--- src/hdl/dbop_pkg.sv ---
// Shared types and constants for the delayed beat onset phaser.
// Used by dbop_div, delayed_beat_onset_phaser and the testbench; depends on nothing.
package dbop_pkg;

    localparam int TIME_W            = 48;
    localparam int PHASE_W           = 16;
    localparam int CFG_DATA_W        = 16;
    localparam int DELAY_W           = 3;
    localparam int ONSET_DEPTH_DEF   = 64;
    localparam int BEAT_DEPTH_DEF    = 8;

    // opcode values of an input word
    localparam logic OP_ONSET = 1'b0;
    localparam logic OP_BEAT  = 1'b1;

    // configuration register indexes
    localparam logic CFG_BEAT_DELAY    = 1'b0;
    localparam logic CFG_ONSET_ADVANCE = 1'b1;

    // reset values of the configuration registers
    localparam logic [DELAY_W-1:0]    BEAT_DELAY_RST    = 3'd2;
    localparam logic [CFG_DATA_W-1:0] ONSET_ADVANCE_RST = 16'd0;

    // request into the serial fraction divider
    typedef struct packed {
        logic              go;
        logic [TIME_W-1:0] num;
        logic [TIME_W-1:0] den;
    } div_req_t;

    // response from the serial fraction divider
    typedef struct packed {
        logic               done;
        logic [PHASE_W-1:0] quot;
    } div_rsp_t;

endpackage

--- src/hdl/delayed_beat_onset_phaser.sv ---
// Delayed beat onset phaser: onsets fill a ring, each beat drains it into window phases.
// Onset word: taken while idle, busy stays low. Beat word: busy to read the window (RD_S,
// RD_E, WIN), then per onset a ring read and compare (DR_RD, DR_CMP) plus the serial divider
// when it lies inside the window, and FIN to close; a backward window ends without a drain.
// The 16-step divider sets the rate. Results are one-cycle strobes with no back-pressure.
// rst_n clears pointers, counts, beat valid bits and configuration; no clearing pass.
module delayed_beat_onset_phaser #(
    parameter int ONSET_DEPTH = dbop_pkg::ONSET_DEPTH_DEF,
    parameter int BEAT_DEPTH  = dbop_pkg::BEAT_DEPTH_DEF
) (
    input  logic                           clk,
    input  logic                           rst_n,
    input  logic                           start,
    output logic                           busy,
    input  logic                           opcode,
    input  logic [dbop_pkg::TIME_W-1:0]    event_time,
    output logic                           result_valid,
    output logic [dbop_pkg::PHASE_W-1:0]   phase,
    output logic                           last,
    input  logic                           cfg_valid,
    output logic                           cfg_ready,
    input  logic                           cfg_index,
    input  logic [dbop_pkg::CFG_DATA_W-1:0] cfg_data
);
    import dbop_pkg::*;

    localparam int OAW = $clog2(ONSET_DEPTH);
    localparam int OCW = $clog2(ONSET_DEPTH + 1);
    localparam int BAW = $clog2(BEAT_DEPTH);
    localparam int BIW = BAW + 1;

    localparam logic [2:0] ST_IDLE   = 3'd0;
    localparam logic [2:0] ST_RD_S   = 3'd1;
    localparam logic [2:0] ST_RD_E   = 3'd2;
    localparam logic [2:0] ST_WIN    = 3'd3;
    localparam logic [2:0] ST_DR_RD  = 3'd4;
    localparam logic [2:0] ST_DR_CMP = 3'd5;
    localparam logic [2:0] ST_DR_DIV = 3'd6;
    localparam logic [2:0] ST_FIN    = 3'd7;

    logic [2:0]            state_reg, state_next;
    logic [DELAY_W-1:0]    beat_delay_reg;
    logic [CFG_DATA_W-1:0] onset_advance_reg;

    logic [OAW-1:0]        owr_ptr_reg, owr_ptr_next;
    logic [OAW-1:0]        ohead_ptr_reg, ohead_ptr_next;
    logic [OCW-1:0]        ocount_reg, ocount_next;
    logic [BAW-1:0]        bwr_ptr_reg, bwr_ptr_next;
    logic [BEAT_DEPTH-1:0] bvld_reg, bvld_next;
    logic                  rvld_reg;
    logic [BAW-1:0]        s_idx_reg, s_idx_next;
    logic [BAW-1:0]        e_idx_reg, e_idx_next;

    logic [TIME_W-1:0]     start_reg, start_next;
    logic [TIME_W-1:0]     end_reg, end_next;
    logic [TIME_W-1:0]     len_reg, len_next;
    logic                  pend_vld_reg, pend_vld_next;
    logic [PHASE_W-1:0]    pend_reg, pend_next;

    logic                  res_vld_reg, res_vld_next;
    logic [PHASE_W-1:0]    phase_reg, phase_next;
    logic                  last_reg, last_next;

    logic                  accept;
    logic [TIME_W-1:0]     adv_ext;
    logic [TIME_W-1:0]     onset_time;
    logic                  o_we;
    logic [OAW-1:0]        o_raddr;
    logic [TIME_W-1:0]     o_rdata;
    logic                  b_we;
    logic [BAW-1:0]        b_raddr;
    logic [TIME_W-1:0]     b_rdata;
    logic [TIME_W-1:0]     b_value;
    logic [BIW-1:0]        delay_ext;
    logic [BIW-1:0]        delay_eff;
    logic [BIW-1:0]        s_sum;
    logic [BIW-1:0]        s_wrap;
    div_req_t              dreq;
    div_rsp_t              drsp;

    // ring pointer increment with wrap
    function automatic logic [OAW-1:0] o_inc(input logic [OAW-1:0] p);
        return (p == OAW'(ONSET_DEPTH - 1)) ? '0 : p + 1'b1;
    endfunction

    function automatic logic [BAW-1:0] b_inc(input logic [BAW-1:0] p);
        return (p == BAW'(BEAT_DEPTH - 1)) ? '0 : p + 1'b1;
    endfunction

    assign accept    = start && (state_reg == ST_IDLE);
    assign busy      = (state_reg != ST_IDLE);
    assign cfg_ready = 1'b1;

    // apply the onset advance
    assign adv_ext    = TIME_W'(onset_advance_reg);
    assign onset_time = (event_time > adv_ext) ? event_time - adv_ext : event_time;

    // window start index: (wr_ptr - delay) mod depth, delay taken mod depth
    assign delay_ext = BIW'(beat_delay_reg);
    assign delay_eff = (delay_ext >= BIW'(BEAT_DEPTH)) ? delay_ext - BIW'(BEAT_DEPTH)
                                                       : delay_ext;
    assign s_sum     = BIW'(bwr_ptr_reg) + BIW'(BEAT_DEPTH) - delay_eff;
    assign s_wrap    = (s_sum >= BIW'(BEAT_DEPTH)) ? s_sum - BIW'(BEAT_DEPTH) : s_sum;

    // beat entries never written read as zero
    assign b_value = rvld_reg ? b_rdata : '0;

    assign o_we    = accept && (opcode == OP_ONSET);
    assign b_we    = accept && (opcode == OP_BEAT);
    assign o_raddr = ohead_ptr_reg;
    assign b_raddr = (state_reg == ST_RD_S) ? s_idx_reg : e_idx_reg;

    // configuration writes
    always_ff @(posedge clk or negedge rst_n)
    begin
        if (!rst_n)
        begin
            beat_delay_reg    <= BEAT_DELAY_RST;
            onset_advance_reg <= ONSET_ADVANCE_RST;
        end
        else if (cfg_valid && cfg_ready)
        begin
            if (cfg_index == CFG_BEAT_DELAY)
            begin
                beat_delay_reg <= cfg_data[DELAY_W-1:0];
            end
            else if (cfg_index == CFG_ONSET_ADVANCE)
            begin
                onset_advance_reg <= cfg_data;
            end
        end
    end

    // sequencer
    always_comb
    begin
        state_next     = state_reg;
        owr_ptr_next   = owr_ptr_reg;
        ohead_ptr_next = ohead_ptr_reg;
        ocount_next    = ocount_reg;
        bwr_ptr_next   = bwr_ptr_reg;
        bvld_next      = bvld_reg;
        s_idx_next     = s_idx_reg;
        e_idx_next     = e_idx_reg;
        start_next     = start_reg;
        end_next       = end_reg;
        len_next       = len_reg;
        pend_vld_next  = pend_vld_reg;
        pend_next      = pend_reg;
        res_vld_next   = 1'b0;
        phase_next     = phase_reg;
        last_next      = last_reg;
        dreq.go        = 1'b0;
        dreq.num       = o_rdata - start_reg;
        dreq.den       = len_reg;
        case (state_reg)
            ST_IDLE:
            begin
                if (o_we)
                begin
                    // push onset, drop oldest when full
                    owr_ptr_next = o_inc(owr_ptr_reg);
                    if (ocount_reg == OCW'(ONSET_DEPTH))
                    begin
                        ohead_ptr_next = o_inc(ohead_ptr_reg);
                    end
                    else
                    begin
                        ocount_next = ocount_reg + 1'b1;
                    end
                end
                else if (b_we)
                begin
                    bvld_next[bwr_ptr_reg] = 1'b1;
                    bwr_ptr_next = b_inc(bwr_ptr_reg);
                    s_idx_next   = s_wrap[BAW-1:0];
                    e_idx_next   = b_inc(s_wrap[BAW-1:0]);
                    state_next   = ST_RD_S;
                end
            end
            ST_RD_S:
            begin
                state_next = ST_RD_E;
            end
            ST_RD_E:
            begin
                start_next = b_value;
                state_next = ST_WIN;
            end
            ST_WIN:
            begin
                end_next = b_value;
                len_next = b_value - start_reg;
                state_next = (b_value < start_reg) ? ST_IDLE : ST_DR_RD;
            end
            ST_DR_RD:
            begin
                state_next = (ocount_reg == '0) ? ST_FIN : ST_DR_CMP;
            end
            ST_DR_CMP:
            begin
                if (o_rdata >= end_reg)
                begin
                    state_next = ST_FIN;
                end
                else
                begin
                    ohead_ptr_next = o_inc(ohead_ptr_reg);
                    ocount_next    = ocount_reg - 1'b1;
                    if (o_rdata >= start_reg)
                    begin
                        dreq.go    = 1'b1;
                        state_next = ST_DR_DIV;
                    end
                    else
                    begin
                        state_next = ST_DR_RD;
                    end
                end
            end
            ST_DR_DIV:
            begin
                if (drsp.done)
                begin
                    // release the held word now that another follows
                    if (pend_vld_reg)
                    begin
                        res_vld_next = 1'b1;
                        phase_next   = pend_reg;
                        last_next    = 1'b0;
                    end
                    pend_vld_next = 1'b1;
                    pend_next     = drsp.quot;
                    state_next    = ST_DR_RD;
                end
            end
            ST_FIN:
            begin
                if (pend_vld_reg)
                begin
                    res_vld_next = 1'b1;
                    phase_next   = pend_reg;
                    last_next    = 1'b1;
                end
                pend_vld_next = 1'b0;
                state_next    = ST_IDLE;
            end
            default:
            begin
                state_next = ST_IDLE;
            end
        endcase
    end

    // hold control state
    always_ff @(posedge clk or negedge rst_n)
    begin
        if (!rst_n)
        begin
            state_reg     <= ST_IDLE;
            owr_ptr_reg   <= '0;
            ohead_ptr_reg <= '0;
            ocount_reg    <= '0;
            bwr_ptr_reg   <= '0;
            bvld_reg      <= '0;
            rvld_reg      <= 1'b0;
            pend_vld_reg  <= 1'b0;
            res_vld_reg   <= 1'b0;
        end
        else
        begin
            state_reg     <= state_next;
            owr_ptr_reg   <= owr_ptr_next;
            ohead_ptr_reg <= ohead_ptr_next;
            ocount_reg    <= ocount_next;
            bwr_ptr_reg   <= bwr_ptr_next;
            bvld_reg      <= bvld_next;
            rvld_reg      <= bvld_reg[b_raddr];
            pend_vld_reg  <= pend_vld_next;
            res_vld_reg   <= res_vld_next;
        end
    end

    // advance payload registers
    always_ff @(posedge clk)
    begin
        s_idx_reg <= s_idx_next;
        e_idx_reg <= e_idx_next;
        start_reg <= start_next;
        end_reg   <= end_next;
        len_reg   <= len_next;
        pend_reg  <= pend_next;
        phase_reg <= phase_next;
        last_reg  <= last_next;
    end

    assign result_valid = res_vld_reg;
    assign phase        = phase_reg;
    assign last         = last_reg;

    dbop_ram #(
        .WIDTH (TIME_W),
        .DEPTH (ONSET_DEPTH)
    ) u_onset_ram (
        .clk   (clk),
        .we    (o_we),
        .waddr (owr_ptr_reg),
        .wdata (onset_time),
        .raddr (o_raddr),
        .rdata (o_rdata)
    );

    dbop_ram #(
        .WIDTH (TIME_W),
        .DEPTH (BEAT_DEPTH)
    ) u_beat_ram (
        .clk   (clk),
        .we    (b_we),
        .waddr (bwr_ptr_reg),
        .wdata (event_time),
        .raddr (b_raddr),
        .rdata (b_rdata)
    );

    dbop_div u_div (
        .clk   (clk),
        .rst_n (rst_n),
        .req   (dreq),
        .rsp   (drsp)
    );

endmodule

--- src/hdl/dbop_ram.sv ---
// Generic single-write, single-read RAM with registered read data.
// Stand-alone; used for the onset ring and the beat ring.
module dbop_ram #(
    parameter int WIDTH = 48,
    parameter int DEPTH = 64
) (
    input  logic                     clk,
    input  logic                     we,
    input  logic [$clog2(DEPTH)-1:0] waddr,
    input  logic [WIDTH-1:0]         wdata,
    input  logic [$clog2(DEPTH)-1:0] raddr,
    output logic [WIDTH-1:0]         rdata
);

    logic [WIDTH-1:0] mem [DEPTH];
    logic [WIDTH-1:0] rdata_reg;

    // write port and registered read port
    always_ff @(posedge clk)
    begin
        if (we)
        begin
            mem[waddr] <= wdata;
        end
        rdata_reg <= mem[raddr];
    end

    assign rdata = rdata_reg;

endmodule

--- src/hdl/dbop_div.sv ---
// Serial restoring divider: floor(num * 2^16 / den) for num < den, one bit per cycle.
// Depends on dbop_pkg for widths and the request/response structs.
module dbop_div (
    input  logic               clk,
    input  logic               rst_n,
    input  dbop_pkg::div_req_t req,
    output dbop_pkg::div_rsp_t rsp
);
    import dbop_pkg::*;

    localparam int CNT_W = $clog2(PHASE_W);

    logic                run_reg, run_next;
    logic                done_reg, done_next;
    logic [CNT_W-1:0]    cnt_reg, cnt_next;
    logic [TIME_W-1:0]   rem_reg, rem_next;
    logic [TIME_W-1:0]   den_reg, den_next;
    logic [PHASE_W-1:0]  quot_reg, quot_next;
    logic [TIME_W:0]     shifted;
    logic [TIME_W:0]     diff;
    logic                fits;

    // one trial subtraction per cycle
    assign shifted = {rem_reg, 1'b0};
    assign diff    = shifted - {1'b0, den_reg};
    assign fits    = (shifted >= {1'b0, den_reg});

    always_comb
    begin
        run_next  = run_reg;
        done_next = 1'b0;
        cnt_next  = cnt_reg;
        rem_next  = rem_reg;
        den_next  = den_reg;
        quot_next = quot_reg;
        if (req.go)
        begin
            run_next = 1'b1;
            cnt_next = '0;
            rem_next = req.num;
            den_next = req.den;
        end
        else if (run_reg)
        begin
            rem_next  = fits ? diff[TIME_W-1:0] : shifted[TIME_W-1:0];
            quot_next = {quot_reg[PHASE_W-2:0], fits};
            cnt_next  = cnt_reg + 1'b1;
            if (cnt_reg == CNT_W'(PHASE_W - 1))
            begin
                run_next  = 1'b0;
                done_next = 1'b1;
            end
        end
    end

    // hold control state
    always_ff @(posedge clk or negedge rst_n)
    begin
        if (!rst_n)
        begin
            run_reg  <= 1'b0;
            done_reg <= 1'b0;
            cnt_reg  <= '0;
        end
        else
        begin
            run_reg  <= run_next;
            done_reg <= done_next;
            cnt_reg  <= cnt_next;
        end
    end

    // advance the datapath
    always_ff @(posedge clk)
    begin
        rem_reg  <= rem_next;
        den_reg  <= den_next;
        quot_reg <= quot_next;
    end

    assign rsp.done = done_reg;
    assign rsp.quot = quot_reg;

endmodule

--- config.mk ---
export PLATFORM = sky130hd
export DESIGN_NAME = delayed_beat_onset_phaser
export DESIGN_NICKNAME = d
export VERILOG_FILES = /design/src/hdl/dbop_pkg.sv /design/src/hdl/delayed_beat_onset_phaser.sv /design/src/hdl/dbop_ram.sv /design/src/hdl/dbop_div.sv
export SDC_FILE = /design/constraint.sdc
export NUM_CORES = 2
export LEC_CHECK = 0
export ABC_AREA = 1
export BUFFER_PORTS_ARGS = -buffer_cell sky130_fd_sc_hd__buf_2
export CAP_MARGIN = 20
export CELL_PAD_IN_SITES_DETAIL_PLACEMENT = 1
export CELL_PAD_IN_SITES_GLOBAL_PLACEMENT = 1
export CORE_MARGIN = 1.5
export CORE_UTILIZATION = 45
export DETAILED_ROUTE_END_ITERATION = 12
export PLACE_DENSITY_LB_ADDON = 0.12
export SLEW_MARGIN = 20
export SYNTH_ARGS = -nofsm -noshare
export SYNTH_HDL_FRONTEND = slang
export SYNTH_SLANG_ARGS = --single-unit
--- constraint.sdc ---
create_clock -name clk -period 7.3 [get_ports clk]
set_input_delay 1.095 -clock clk [delete_from_list [all_inputs] [get_ports clk]]
set_output_delay 1.095 -clock clk [all_outputs]
set_load 0.01 [all_outputs]
==> qor.csv <==
stage;metric;value;unit
route;m1WireLength;251.9;mm
die;rows;221;
sta;timing.final.crit_share;0.6597;
setup_path;cp_slowest_cell;nor2_4;
route;vias;114500;
synthesis;seq_area_frac_synth;0.7065;
setup_path;reg2reg_to;u_onset_ram.mem[18][16]$_DFFE_PP_;
sta;drv_slew;0;
synthesis;async_flop_share;0.01561;
clock_tree;cts_max_level;5;
clock_tree;cts_resized;0;
cells_and_area;drive_above_1_share;0.08518;
die;die_height;607.3;µm
die;initial_core_util;0.4529;
synthesis;synth_area_per_cell;11.88;µm²
grt;antenna_found_initial;37;
setup_path;crit_path_end_kind;register;
grt;grt_pass1_wl;811.1;mm
setup_path;path_max_fanout;21;
setup_path;r2r-start;state_reg[2]$_DFFE_PN0P_;
cells_and_area;top_regs;u_onset_ram.mem (3072), u_beat_ram.mem (384);
route;firstDrtPassIters;6;
synthesis;yosys_most_used_dff;edfxtp_1;
route;dr_wl_met2;254.6;mm
route;dr_wl_met3;37.13;mm
synthesis;synth_edf_count;3751;
cells_and_area;largest_reg_flops;3072;
sta;final.setup.tns;0;ns
route;antenna_left;0;
sta;hold_viol;0;
synthesis;ys_ff_latch;3908;
route;wl_per_cell;29.65;µm
cells_and_area;syn_to_final_growth;12.51;%
clock_tree;cts_buffers;414;
placed_design;port_buffers;88;
setup_path;worst_ep_arrival_time;5.43;ns
clock_tree;cts_setup_buffers;0;
die;core_area;0.3628;mm²
clock_tree;clk_pin_slew;0.06;ns
cells_and_area;num-nets-final;14160;
flow_run;drv_cap;0;
cells_and_area;regMostFlops;u_onset_ram.mem;
grt;grt_overflow;0;
grt;track_usage;0.2988;
cells_and_area;final_cell_mix;edfxtp_1 (3751), nor2_1 (2194), o21ai_0 (1794);
sta;max_slew_margin;0.1984;
grt;grt_start_max_net_pins;187;
power;powerDensity;414.8;mW/mm²
sta;setup_viol;0;
sta;fmax;207.7;MHz
sta;clock-skew-final;0.05186;ns
synthesis;syn_nets;14130;
power;vdd_drop_max;0.0003336;V
setup_path;crit_family;simple AND/OR/NAND/NOR gates;
setup_path;cp.buffers_inverters;3;
route;finalWirelength;564.0;mm
route;routed.top_layer;met5;
status;status;finished clean;
placed_design;dpl.hpwl;341.6;mm
setup_path;rr_worst_depth;8;
synthesis;yosysWarnings;0;
route;avgViaCountPerCell;6.022;
setup_path;worstSetupStartpoint;state_reg[2]$_DFFE_PN0P_;
die;fp.dieW;607.3;µm
placed_design;routabilityCongestion;0.9025;
setup_path;reg2reg_slack;2.48;ns
power;power;76.69;mW
clock_tree;clock_path_buffers;4;
hold_path;hold_path.class;input pin to asynchronous set/reset pin;
sta;rsz0062_at_grt;no;
clock_tree;clk_latency;0.98;ns
synthesis;syn-cell-area;0.1643;mm²
setup_path;max_stage_delay;1.15;ns
sta;final.min_clock_period;4.816;ns
route;drc;0;
sta;worst_pin_slew;1.202;ns
clock_tree;cts-hold-fix-buffers;0;
setup_path;critPathKind;register to register;
power;p_leak;63.79;nW
grt;grt_pass1_vias;116500;
synthesis;synthDistinctLibCells;54;
setup_path;cp_cell_sequence;inv_2 > nand2_1 > nor3_4 > inv_1 > nor2_1 > nand3_1 > nor2_4 > buf_4;
cells_and_area;post-route-util;0.5096;
die;dieArea;0.3688;mm²
clock_tree;cts_tree;built;
synthesis;syn_inst;13840;
cells_and_area;final_common_cell;edfxtp_1;
setup_path;worstPathRequired;7.91;ns
route;drt_iter0_drc;12160;
die;io_pins;90;
setup_path;start_kind;register;
clock_tree;root_buffer;clkbuf_16;
clock_tree;cts.sinks;3908;
-- cells in the mapped netlist, types with 3 or more instances --
cell type  count  area share
clkbuf_1     502       0.011
o21a_1         8     0.00037
nand4_1      127      0.0048
ha_1         221       0.017
dfrtp_1       60      0.0091
o221ai_1     266       0.014
xnor2_1       49      0.0026
o21ai_2       30      0.0016
buf_1         41     0.00094
nor3_1        36      0.0011
o22ai_1      563       0.021
o21bai_1      19     0.00087
nand2_1     1740       0.040
buf_2        187      0.0057
mux2_2        48      0.0033
inv_2         17     0.00039
buf_4         19     0.00087
clkinv_1       4    0.000091
o21ai_0     1811       0.055
a21boi_0       6     0.00027
nor3_4         3     0.00030
nor2_1      2269       0.052
o211ai_1     115      0.0053
nand3b_1       9     0.00041
xor2_1        94      0.0050
inv_1        791       0.018
nand3_1      502       0.015
dfxtp_1       96       0.012
a21oi_1      322      0.0098
or2_2          8     0.00030
o21ai_1       32     0.00097
edfxtp_1    3751        0.69
nor2_2         7     0.00027
fa_1           6     0.00073
a31oi_1       18     0.00069
and2_1         8     0.00030
buf_6          9     0.00062
nor4_1        11     0.00042
a21o_1        15     0.00069
-- per-stage QoR --
| step | setup slack [ns] | std cells | hold slack (ns) | cell area [µm²] |
|---|---|---|---|---|
| final | 2.484 | 19020 | 0.1290 | 184900 |
| after CTS | 2.392 | 19000 | 0.07765 | 184600 |
| after global routing | 2.287 | 19010 | 0.1141 | 184800 |
| after floorplan | 0.3788 | 13840 | 0.4003 | 164300 |
| after global placement | 1.816 | 18230 | 0.4033 | 171200 |
| after detailed placement | 1.711 | 18230 | 0.4062 | 171300 |
-- per-layer routing --
metal	up-vias	track usage
met3	816	0.03329
met1	59680	0.4380
met4	20	0.1002
met5	-	0
li1	49920	-
met2	4099	0.4648
-- power by group --
group	internal [mW]	switching (mW)	leakage, nW
Combinational	7.14	20.8	22.0
Clock	11.9	8.96	6.48
Sequential	26.9	0.985	35.3
-- logic make-up (layout without fill, tap and decap cells) --
kind of cell,count (synthesis),after routing,synth area share
AOI/OAI and AO/OA,3210,3210,0.1116
muxes,48,48,0.003289
and+or+nand+nor,4730,4730,0.1153
other,1,11,0.00002282
xor gates and xnor gates,143,143,0.007622
DFF,3908,3908,0.7065
adders and majority gates,227,227,0.01756
buffers and inverters,1570,1950,0.03813
-- cell type report --
type / count / area [µm²]
fillers: 37040 / 177900
repair buffers: 369 / 3264
clock buffers: 520 / 11000
inverters: 812 / 3095
well taps: 4794 / 5998
diodes: 10 / 25.02
flip-flops and latches: 3908 / 116100
clock inverters: 249 / 2332
multi-input cells: 8359 / 43050
-- how the worst max path moves through the flow --
stage | end | slack (ns) | depth (start not counted)
detailed placement | u_onset_ram.mem[26][28]$_DFFE_PP_ | 1.71 | 15
global route | u_onset_ram.mem[18][4]$_DFFE_PP_ | 2.29 | 8
finish | u_onset_ram.mem[18][16]$_DFFE_PP_ | 2.48 | 8
CTS | u_onset_ram.mem[18][13]$_DFFE_PP_ | 2.39 | 8
global placement | u_onset_ram.mem[20][28]$_DFFE_PP_ | 1.82 | 15
floorplan | u_onset_ram.mem[15][0]$_DFFE_PP_ | 0.38 | 6
Note: power is estimated with default switching activity, not from simulation.
